**config.mk**
```make
export PLATFORM = sky130hd
export DESIGN_NAME = shelf_rect_packer_flat
export DESIGN_NICKNAME = d
export VERILOG_FILES = /design/src/hdl/srp_pkg.sv /design/src/hdl/srp_if.sv /design/src/hdl/srp_place.sv /design/src/hdl/shelf_rect_packer.sv /design/src/flat_wrapper.sv
export SDC_FILE = /design/constraint.sdc
export NUM_CORES = 1
export LEC_CHECK = 0
export BUFFER_PORTS_ARGS = -buffer_cell sky130_fd_sc_hd__buf_4
export CAP_MARGIN = 20
export CORE_MARGIN = 5
export CORE_UTILIZATION = 60
export CTS_BUF_LIST = sky130_fd_sc_hd__clkbuf_4
export DETAILED_ROUTE_END_ITERATION = 10
export GPL_ROUTABILITY_DRIVEN = 0
export GPL_TIMING_DRIVEN = 1
export HOLD_SLACK_MARGIN = 0.15
export PLACE_DENSITY = 0.78
export SYNTH_ARGS = -nofsm -noshare
export SYNTH_HDL_FRONTEND = slang
export SYNTH_SLANG_ARGS = --single-unit
```
**constraint.sdc**
```tcl
create_clock -name clock -period 29.6 [get_ports clock]
set_input_delay 4.44 -clock clock [delete_from_list [all_inputs] [get_ports clock]]
set_output_delay 4.44 -clock clock [all_outputs]
set_load 0.01 [all_outputs]
```
**src/hdl/srp_pkg.sv**
```systemverilog
package srp_pkg;

   localparam int unsigned SIDE_W = 13;
   localparam int unsigned PAD_W  = 8;
   localparam int unsigned CALC_W = 16;

   typedef enum logic {
      OP_PLACE   = 1'b0,
      OP_RESTART = 1'b1
   } op_type;

   typedef enum logic [1:0] {
      STATUS_OK            = 2'd0,
      STATUS_TOO_LARGE     = 2'd1,
      STATUS_OUT_OF_HEIGHT = 2'd2,
      STATUS_REJECTED      = 2'd3
   } status_type;

   typedef enum logic [1:0] {
      CSR_ATLAS_WIDTH = 2'd0,
      CSR_MAX_HEIGHT  = 2'd1,
      CSR_PADDING     = 2'd2
   } csr_index_type;

   localparam logic [SIDE_W-1:0] ATLAS_WIDTH_RESET = 13'd4096;
   localparam logic [SIDE_W-1:0] MAX_HEIGHT_RESET  = 13'd4096;
   localparam logic [PAD_W-1:0]  PADDING_RESET     = 8'd0;

   typedef struct packed {
      op_type            op;
      logic [SIDE_W-1:0] rect_width;
      logic [SIDE_W-1:0] rect_height;
   } req_type;

   typedef struct packed {
      status_type        status;
      logic [SIDE_W-1:0] region_x;
      logic [SIDE_W-1:0] region_y;
      logic [SIDE_W-1:0] packed_height;
      logic [SIDE_W-1:0] pow2_height;
      logic              height_fits;
   } rsp_type;

   typedef struct packed {
      logic [SIDE_W-1:0] atlas_width;
      logic [SIDE_W-1:0] max_height;
      logic [PAD_W-1:0]  padding;
   } cfg_type;

   typedef struct packed {
      logic [SIDE_W-1:0] shelf_x;
      logic [SIDE_W-1:0] shelf_y;
      logic [SIDE_W-1:0] shelf_height;
      logic              failed;
   } shelf_type;

   function automatic logic [CALC_W-1:0] round_pow2(input logic [CALC_W-1:0] v);
      logic [CALC_W-1:0] m;
      logic [CALC_W-1:0] p;
      m = v - CALC_W'(1);
      p = CALC_W'(1);
      if (v > CALC_W'(1)) begin
         for (int i = 0; i < CALC_W - 1; i++) begin
            if (m[i]) begin
               p = CALC_W'(1) << (i + 1);
            end
         end
      end
      return p;
   endfunction

endpackage

```
**src/hdl/srp_if.sv**
```systemverilog
interface srp_req_if;
   logic             valid;
   logic             ready;
   srp_pkg::req_type payload;

   modport source (output valid, output payload, input ready);
   modport sink (input valid, input payload, output ready);
endinterface

interface srp_rsp_if;
   logic             valid;
   logic             ready;
   srp_pkg::rsp_type payload;

   modport source (output valid, output payload, input ready);
   modport sink (input valid, input payload, output ready);
endinterface

```
**src/hdl/srp_place.sv**
```systemverilog
module srp_place #(
   parameter int unsigned MAX_SIDE = 4096
) (
   input  srp_pkg::cfg_type   cfg,
   input  srp_pkg::shelf_type shelf,
   input  srp_pkg::req_type   req,
   output srp_pkg::shelf_type shelf_next,
   output srp_pkg::rsp_type   rsp
);
   import srp_pkg::*;

   logic [CALC_W-1:0] aw;
   logic [CALC_W-1:0] mh;
   logic [CALC_W-1:0] pad;
   logic [CALC_W-1:0] pw;
   logic [CALC_W-1:0] ph;
   logic [CALC_W-1:0] sx;
   logic [CALC_W-1:0] sy;
   logic [CALC_W-1:0] sh;
   logic [CALC_W-1:0] nx;
   logic [CALC_W-1:0] ny;
   logic [CALC_W-1:0] nh;
   logic [CALC_W-1:0] packed_h;
   logic [CALC_W-1:0] p2;
   logic              too_large;
   logic              wrap;
   logic              over_height;

   always_comb begin
      aw = (32'(cfg.atlas_width) > 32'(MAX_SIDE)) ? CALC_W'(MAX_SIDE)
                                                   : CALC_W'(cfg.atlas_width);
      mh = (32'(cfg.max_height) > 32'(MAX_SIDE)) ? CALC_W'(MAX_SIDE)
                                                  : CALC_W'(cfg.max_height);
      pad = CALC_W'(cfg.padding);
      pw  = CALC_W'(req.rect_width) + (pad << 1);
      ph  = CALC_W'(req.rect_height) + (pad << 1);
      sx  = CALC_W'(shelf.shelf_x);
      sy  = CALC_W'(shelf.shelf_y);
      sh  = CALC_W'(shelf.shelf_height);

      too_large = (pw > aw) || (ph > mh);
      wrap      = (sx + pw) > aw;
      nx        = wrap ? '0 : sx;
      ny        = wrap ? (sy + sh) : sy;
      nh        = wrap ? '0 : sh;
      over_height = (ny + ph) > mh;

      shelf_next = shelf;
      rsp        = '0;
      rsp.status = STATUS_OK;

      priority if (req.op == OP_RESTART) begin
         shelf_next = '0;
      end else if (shelf.failed) begin
         rsp.status = STATUS_REJECTED;
      end else if (too_large) begin
         rsp.status        = STATUS_TOO_LARGE;
         shelf_next.failed = 1'b1;
      end else if (over_height) begin
         rsp.status        = STATUS_OUT_OF_HEIGHT;
         shelf_next.failed = 1'b1;
      end else begin
         rsp.region_x            = SIDE_W'(nx + pad);
         rsp.region_y            = SIDE_W'(ny + pad);
         shelf_next.shelf_x      = SIDE_W'(nx + pw);
         shelf_next.shelf_y      = SIDE_W'(ny);
         shelf_next.shelf_height = SIDE_W'((nh > ph) ? nh : ph);
      end

      packed_h = CALC_W'(shelf_next.shelf_y) + CALC_W'(shelf_next.shelf_height);
      p2       = round_pow2(packed_h);

      rsp.packed_height = SIDE_W'(packed_h);
      rsp.pow2_height   = SIDE_W'(p2);
      rsp.height_fits   = (p2 <= mh);
   end

endmodule

```
**src/hdl/shelf_rect_packer.sv**
```systemverilog
// Next-fit shelf packer for rectangles.
//
// Requests arrive on req_if (valid/ready): op selects place or restart, with
// the unpadded rectangle width and height. Each request yields exactly one
// response on rsp_if with status, region position, packed height, that
// height rounded up to a power of two and a fit flag.
// Registers are written through csr_write_en/csr_index/csr_wdata: index 0
// atlas width, 1 height limit, 2 padding; write only while no request is
// in flight.
// A request accepted on req_if is registered, placed combinationally and
// its response is registered and offered on rsp_if. Throughput is one
// request per cycle while the receiver does not stall, set by the single
// placement stage between the request and response registers.
// Reset (synchronous, active high) clears the shelf state and failure flag,
// restores register defaults and empties both stages.
// When the receiver stalls the response is held; one more request is taken
// into the request register, then req_if.ready drops until rsp_if drains.
module shelf_rect_packer #(
   parameter int unsigned MAX_SIDE = 4096
) (
   input  logic                      clock,
   input  logic                      reset,
   srp_req_if.sink                   req_if,
   srp_rsp_if.source                 rsp_if,
   input  logic                      csr_write_en,
   input  logic [1:0]                csr_index,
   input  logic [srp_pkg::SIDE_W-1:0] csr_wdata
);
   import srp_pkg::*;

   cfg_type   cfg_ff,   cfg_in;
   shelf_type shelf_ff, shelf_in;
   logic      req_valid_ff, req_valid_in;
   req_type   req_data_ff,  req_data_in;
   logic      rsp_valid_ff, rsp_valid_in;
   rsp_type   rsp_data_ff,  rsp_data_in;
   shelf_type shelf_next;
   rsp_type   rsp_next;
   logic      advance;

   srp_place #(
      .MAX_SIDE (MAX_SIDE)
   ) u_place (
      .cfg        (cfg_ff),
      .shelf      (shelf_ff),
      .req        (req_data_ff),
      .shelf_next (shelf_next),
      .rsp        (rsp_next)
   );

   assign advance       = req_valid_ff && (!rsp_valid_ff || rsp_if.ready);
   assign req_if.ready  = !req_valid_ff || advance;
   assign rsp_if.valid  = rsp_valid_ff;
   assign rsp_if.payload = rsp_data_ff;

   always_comb begin
      cfg_in = cfg_ff;
      if (csr_write_en) begin
         unique case (csr_index_type'(csr_index))
            CSR_ATLAS_WIDTH: cfg_in.atlas_width = csr_wdata;
            CSR_MAX_HEIGHT:  cfg_in.max_height  = csr_wdata;
            CSR_PADDING:     cfg_in.padding     = csr_wdata[PAD_W-1:0];
            default: begin
               cfg_in = cfg_ff;
            end
         endcase
      end
   end

   always_comb begin
      req_valid_in = req_valid_ff;
      req_data_in  = req_data_ff;
      if (req_if.valid && req_if.ready) begin
         req_valid_in = 1'b1;
         req_data_in  = req_if.payload;
      end else if (advance) begin
         req_valid_in = 1'b0;
      end

      shelf_in     = advance ? shelf_next : shelf_ff;
      rsp_data_in  = advance ? rsp_next : rsp_data_ff;
      rsp_valid_in = advance ? 1'b1 : (rsp_valid_ff && !rsp_if.ready);
   end

   always_ff @(posedge clock) begin
      if (reset) begin
         cfg_ff.atlas_width <= ATLAS_WIDTH_RESET;
         cfg_ff.max_height  <= MAX_HEIGHT_RESET;
         cfg_ff.padding     <= PADDING_RESET;
         shelf_ff           <= '0;
         req_valid_ff       <= 1'b0;
         rsp_valid_ff       <= 1'b0;
      end else begin
         cfg_ff       <= cfg_in;
         shelf_ff     <= shelf_in;
         req_valid_ff <= req_valid_in;
         rsp_valid_ff <= rsp_valid_in;
      end
   end

   always_ff @(posedge clock) begin
      req_data_ff <= req_data_in;
      rsp_data_ff <= rsp_data_in;
   end

endmodule
```
**src/flat_wrapper.sv**
```systemverilog
// flat-port wrapper written by rule: the top's interface ports become plain ports
module shelf_rect_packer_flat import srp_pkg::*;
#(
   parameter int unsigned MAX_SIDE = 4096
)
  (clock, reset, csr_write_en, csr_index, csr_wdata, req_if_valid, req_if_payload, req_if_ready, rsp_if_valid, rsp_if_payload, rsp_if_ready);
  srp_req_if req_if_i ();
  srp_rsp_if rsp_if_i ();
  input  logic clock;
  input  logic reset;
  input  logic csr_write_en;
  input  logic [1:0] csr_index;
  input  logic [srp_pkg::SIDE_W-1:0] csr_wdata;
  input wire logic [$bits(req_if_i.valid)-1:0] req_if_valid;
  input wire logic [$bits(req_if_i.payload)-1:0] req_if_payload;
  output wire logic [$bits(req_if_i.ready)-1:0] req_if_ready;
  output wire logic [$bits(rsp_if_i.valid)-1:0] rsp_if_valid;
  output wire logic [$bits(rsp_if_i.payload)-1:0] rsp_if_payload;
  input wire logic [$bits(rsp_if_i.ready)-1:0] rsp_if_ready;
  assign req_if_i.valid = req_if_valid;
  assign req_if_i.payload = req_if_payload;
  assign req_if_ready = req_if_i.ready;
  assign rsp_if_valid = rsp_if_i.valid;
  assign rsp_if_payload = rsp_if_i.payload;
  assign rsp_if_i.ready = rsp_if_ready;
  shelf_rect_packer #(.MAX_SIDE(MAX_SIDE)) u_core (.clock(clock), .reset(reset), .req_if(req_if_i), .rsp_if(rsp_if_i), .csr_write_en(csr_write_en), .csr_index(csr_index), .csr_wdata(csr_wdata));
endmodule
```
==> results of run 1 <==
-- per-stage QoR --
stage | utilization, % | area, um2 | instances | worst slack, ps | hold WS [ps]
CTS | 67.0 | 14100 | 1847 | 14230 | 465
finish | 67.1 | 14100 | 1849 | 13890 | 465
global route | 67.1 | 14100 | 1849 | 12720 | 486
floorplan | - | 12800 | 1469 | 17060 | 432
global placement | 65.6 | 13800 | 1815 | 15010 | 441
detailed placement | 65.6 | 13800 | 1815 | 14330 | 446
-- critical path: cells and delay by family (launching register included) --
| family | cells | cell delay, ps |
|---|---|---|
| AOI/OAI and AO/OA | 29 | 6210 |
| xor gates and xnor gates | 3 | 690 |
| adders and majority gates | 8 | 2730 |
| buffers and inverters | 3 | 700 |
| DFF | 1 | 570 |
| muxes | 1 | 420 |
| and+or+nand+nor | 17 | 4200 |
-- registers in the layout (all words and copies together), names as in the netlist --
signal	cells
u_core.cfg_ff	34
u_core.rsp_if.payload	55
u_core.req_data_ff	27
u_core.rsp_if.valid	1
u_core.req_valid_ff	1
u_core.shelf_ff	40
-- worst paths after layout --
check                                               startpoint                                 end  slack (ps)  cells after the start
worst max register to register   u_core.cfg_ff[1]$_SDFFE_PP0P_  u_core.rsp_if.payload[0]$_DFFE_PP_       13890                     61
worst min-delay path            u_core.cfg_ff[12]$_SDFFE_PP0P_      u_core.cfg_ff[12]$_SDFFE_PP0P_         470                      2
worst max-delay path             u_core.cfg_ff[1]$_SDFFE_PP0P_  u_core.rsp_if.payload[0]$_DFFE_PP_       13890                     61
worst min register to register  u_core.cfg_ff[12]$_SDFFE_PP0P_      u_core.cfg_ff[12]$_SDFFE_PP0P_         470                      2
-- final cells by class --
type	count	area [um2]	area share, %
Inverter	66	248	1.76
Sequential cell	158	3980	28.2
Clock buffer	20	150	1.06
Multi-Input combinational cell	1206	8390	59.5
Clock inverter	12	135	0.958
Antenna cell	1	2.50	0.0177
Timing Repair Buffer	111	853	6.05
Tap cell	275	344	2.44
-- cells by family after synthesis --
| kind of cell | synth area share (%) |
|---|---|
| fa+ha+maj | 19.0 |
| mux | 1.66 |
| simple gates | 19.1 |
| xor+xnor | 6.03 |
| buf+inv | 3.15 |
| flops | 31.2 |
| compound gates | 19.9 |
-- power by group --
| group | internal [mW] | switching (mW) | leakage (nW) | total [mW] |
|---|---|---|---|---|
| registers | 0.244 | 0.00634 | 1.40 | 0.251 |
| logic | 0.0835 | 0.137 | 4.68 | 0.221 |
| clock network | 0.0536 | 0.0854 | 0.145 | 0.139 |
-- layout by cell type (no fill, tap or decap), types with 34 or more instances in the layout --
cell      count
inv_1        64
nor2_1      131
buf_4       110
a21oi_1     112
xor2_1       34
dfxtp_1      76
ha_1        179
edfxtp_1     82
xnor2_1      52
nand2_1     171
nor3_1       34
o21ai_0      95
-- routing by layer --
layer | up-vias | GRT usage (%)
met5 | - | 0
met4 | 0 | 8.46
met3 | 78 | 4.85
met2 | 498 | 44.6
met1 | 5413 | 40.7
li1 | 5592 | -
==> qor.csv, run 1 <==
stage;metric;value;unit
setup_path;most used cell, CP;a21oi_1;
logic_synthesis;Seq/Total Area, Yosys;31.2;%
grt;vias in the first global route;10800;
clocking;clk slew on worst S/H paths;140;ps
logic_synthesis;Post-Syn Area;12800;um2
grt;first-pass GRT wire length;55400;um
min_path;Hold WC Path Type;flop to flop;
logic_synthesis;number of flops mapped to enable cells by yosys;82;
logic_synthesis;top_reg_cell synth;edfxtp_1;
power;Leakage;6.22;nW
logic_synthesis;Net Count, Synth;1704;
timing;Max Freq;0.0637;GHz
setup_path;Required @ worst endpoint;30030;ps
drt;final wirelength;35200;um
drt;met3 wirelength from detailed routing;2720;um
grt;initial antenna violation count;1;
power;peak supply drop;0.0404;mV
clocking;clk root buf;clkbuf_4;
grt;pin count of the biggest net entering global routing;58;
drt;DRC violations left;0;
setup_path;Critical Path Start Type;flop;
finish;area grow syn2layout;10.5;%
drt;WL met2;15700;um
clocking;Post-CTS Setup Bufs;0;
floorplan;chip width;156;um
logic_synthesis;Yosys top cell by area;edfxtp_1;
floorplan;die area;24300;um2
clocking;cts bufs inserted;17;
timing;clk_skew;30.2;ps
drt;wl on met1;15900;um
setup_path;Crit path largest cell delay;970;ps
clocking;CTS tree;built;
finish;fillers;1803;
setup_path;Worst Path Class, Setup;flop to flop;
place;DP HPWL;27500;um
clocking;cts hold-fix bufs;0;
drt;detailed-route wire length per cell;19.0;um
setup_path;CP Capture Type;flop;
drt;vias per cell;6.26;
finish;Layout Nets;1795;
place;Port Buffers;103;
drt;routed vias;11600;
logic_synthesis;most instantiated cells after synthesis;179 x ha_1, 171 x nand2_1, 131 x nor2_1;
logic_synthesis;ys async rst share;0;%
setup_path;crit-path max FO;34;
job;MaxCap Viol Count;0;
grt;GRT overflow;0;
logic_synthesis;synth warn;0;
timing;unrepaired setup endpoints after global routing;no;
setup_path;Slowest-stage cell, CP;nor4b_1;
grt;Total GRT Usage;28.5;%
logic_synthesis;synth top area cells;edfxtp_1 19%, ha_1 18%, dfxtp_1 12%;
timing;Max Slew Vio Count;0;
logic_synthesis;count leader, synth;ha_1;
floorplan;Vert. Die Dim;156;um
finish;fraction of layout cells with a size suffix above 1;10.3;%
logic_synthesis;Yosys cell types;78;
logic_synthesis;Gate Count Post-Synth;1469;
logic_synthesis;top cell type's share of synthesized area;19.3;%
drt;Starting DRT DRC Count;1125;
timing;setup TNS;0;ps
floorplan;FP Rows;53;
power;PwrDens;43.3;nW/um2
timing;Final min period;15710;ps
clocking;Clk Latency, worst-skew pair;600;ps
timing;final setup fails;0;
timing;Slew @ Worst Pin;1110;ps
setup_path;WP data arrival;16140;ps
clocking;CTS Buffer Depth;2;
drt;highest metal used;met4;
drt;Post-DRT Antenna Nets;0;
status;status;completed;
floorplan;core area;21000;um2
timing;Slew HR;25.2;%
clocking;post-CTS sizing;0;
floorplan;IO Pins;104;
floorplan;Initial Utilization;60.7;%
power;total power;0.610;mW
drt;Initial DRT Pass Iterations;7;
timing;final worst-path cycle share;53.1;%
logic_synthesis;Syn Area/Cell;8.69;um2
timing;Hold Vio Cnt, Final;0;
clocking;clk sinks;158;
logic_synthesis;register bit total from synthesis;158;
clocking;H-tree levels;4;
(Power assumes the default switching activity.)
==> run 2: changes to the inputs <==
==> constraint.sdc (replaced) <==
create_clock -name clock -period 15.7 [get_ports clock]
set_input_delay 2.355 -clock clock [delete_from_list [all_inputs] [get_ports clock]]
set_output_delay 2.355 -clock clock [all_outputs]
set_load 0.01 [all_outputs]
==> qor.csv, run 2 (synthesis gave the netlist of run 1 again) <==
stage;metric;value;unit
floorplan;chip width;156;um
setup_path;Critical Path Start Type;flop;
power;PwrDens;82.5;nW/um2
finish;commonest non-fill, non-tap cell in the layout;ha_1;
setup_path;Required @ worst endpoint;16140;ps
grt;first-pass GRT wire length;55400;um
power;peak supply drop;0.0518;mV
clocking;clk slew on worst S/H paths;140;ps
finish;Layout Nets;1798;
setup_path;CP delay by family, top;compound AO/OA/AOI/OAI gates;
timing;setup TNS;0;ps
finish;area of the multi-input gates;8400;um2
floorplan;IO Pins;104;
power;Logic pwr share;35.9;%
min_path;Hold WC Path Type;flop to flop;
finish;area grow syn2layout;10.9;%
drt;Post-DRT Antenna Nets;0;
clocking;clk sinks;158;
power;Leakage;6.26;nW
grt;pin count of the biggest net entering global routing;58;
clocking;CTS tree;built;
timing;Final min period;14490;ps
clocking;CTS Buffer Depth;2;
power;Pint;0.738;mW
finish;max FFs per register;55;
finish;fraction of layout cells with a size suffix above 1;10.6;%
timing;final setup fails;0;
drt;Starting DRT DRC Count;1009;
clocking;Post-CTS Setup Bufs;0;
drt;Initial DRT Pass Iterations;6;
drt;routed vias;11600;
clocking;cts hold-fix bufs;0;
setup_path;Slowest-stage cell, CP;a2111oi_1;
timing;Max Slew Vio Count;0;
floorplan;Initial Utilization;60.7;%
setup_path;Crit path largest cell delay;520;ps
floorplan;FP Rows;53;
drt;detailed-route wire length per cell;18.9;um
grt;vias in the first global route;10800;
setup_path;CP Capture Type;flop;
timing;Slew HR;42.4;%
timing;clk_skew;27.1;ps
timing;unrepaired setup endpoints after global routing;no;
job;MaxCap Viol Count;0;
clocking;clk root buf;clkbuf_4;
floorplan;core area;21000;um2
finish;commonest non-fill, non-tap cells in the layout;179 x ha_1, 170 x nand2_1, 131 x nor2_1;
setup_path;WP data arrival;14920;ps
clocking;post-CTS sizing;0;
timing;Hold Vio Cnt, Final;0;
power;Sw Share;36.8;%
grt;GRT overflow;0;
setup_path;WP buf/inv;5;
timing;Max Freq;0.0690;GHz
place;Port Buffers;103;
clocking;cts bufs inserted;17;
finish;fillers;1671;
drt;vias per cell;6.26;
floorplan;die area;24300;um2
grt;initial antenna violation count;1;
timing;final worst-path cycle share;92.3;%
clocking;Clk Latency, worst-skew pair;600;ps
drt;final wirelength;35100;um
power;clock share of power;23.7;%
place;DP HPWL;27500;um
status;status;completed;
finish;fin util;67.4;%
timing;Slew @ Worst Pin;857;ps
floorplan;Vert. Die Dim;156;um
grt;Total GRT Usage;28.4;%
clocking;H-tree levels;4;
power;Net Switching;0.430;mW
finish;Sequential cell area;3980;um2
power;register share of total power;40.5;%
setup_path;crit-path max FO;33;
drt;DRC violations left;0;
setup_path;Worst Path Class, Setup;flop to flop;
## run 2: worst paths after layout
check | slack (ps) | depth (start not counted) | endpoint | from
max | 1210 | 64 | u_core.rsp_if.payload[0]$_DFFE_PP_ | u_core.cfg_ff[0]$_SDFFE_PP0P_
min | 460 | 2 | u_core.cfg_ff[22]$_SDFFE_PP0P_ | u_core.cfg_ff[22]$_SDFFE_PP0P_
max reg2reg | 1210 | 64 | u_core.rsp_if.payload[0]$_DFFE_PP_ | u_core.cfg_ff[0]$_SDFFE_PP0P_
min reg2reg | 460 | 2 | u_core.cfg_ff[22]$_SDFFE_PP0P_ | u_core.cfg_ff[22]$_SDFFE_PP0P_
## run 2: area by class of cell
type / instances / area share [%]
Timing Repair Buffer: 114 / 6.17
Clock inverter: 12 / 1.12
Tap cell: 275 / 2.43
Clock buffer: 20 / 1.06
Sequential cell: 158 / 28.1
Antenna cell: 1 / 0.0177
Inverter: 66 / 1.75
Multi-Input combinational cell: 1206 / 59.3
## run 2: worst register-to-register path, delay by kind of cell, from the launching register on
| kind | cells | cell delay (ps) |
|---|---|---|
| adder cells (fa/ha/maj) | 9 | 2710 |
| buffers and inverters | 5 | 970 |
| XOR/XNOR | 4 | 760 |
| flip-flops | 1 | 460 |
| AND/OR/NAND/NOR | 17 | 3680 |
| AO/OA/AOI/OAI | 28 | 5460 |
| multiplexers | 1 | 320 |
## run 2: metrics by stage
stage,cells,total power [mW],setup slack [ps],cell area [um2],hold WS [ps]
after floorplan,1469,0.767,3160,12800,432
after detailed placement,1817,0.885,1270,13800,448
after CTS,1849,1.16,1160,14100,466
after global placement,1817,0.872,1780,13800,441
after global routing,1852,1.23,7.64,14200,482
final,1852,1.17,1210,14200,464
## run 2: power by group through the flow
| stage | clock network [mW] | logic (mW) | registers, mW |
|---|---|---|---|
| finish | 0.276 | 0.419 | 0.473 |
| global route | 0.297 | 0.461 | 0.475 |
| CTS | 0.280 | 0.406 | 0.473 |
| detailed placement | 0 | 0.403 | 0.482 |
| global placement | 0 | 0.391 | 0.481 |
| floorplan | 0 | 0.283 | 0.484 |
## run 2: metal layers
metal | vias to the layer above | GRT usage [%] | wire, um
met2 | 543 | 43.7 | 15600
met1 | 5365 | 39.6 | 15300
met5 | - | 0 | 0
met4 | 0 | 10.0 | 1060
met3 | 96 | 6.38 | 3160
li1 | 5596 | - | -
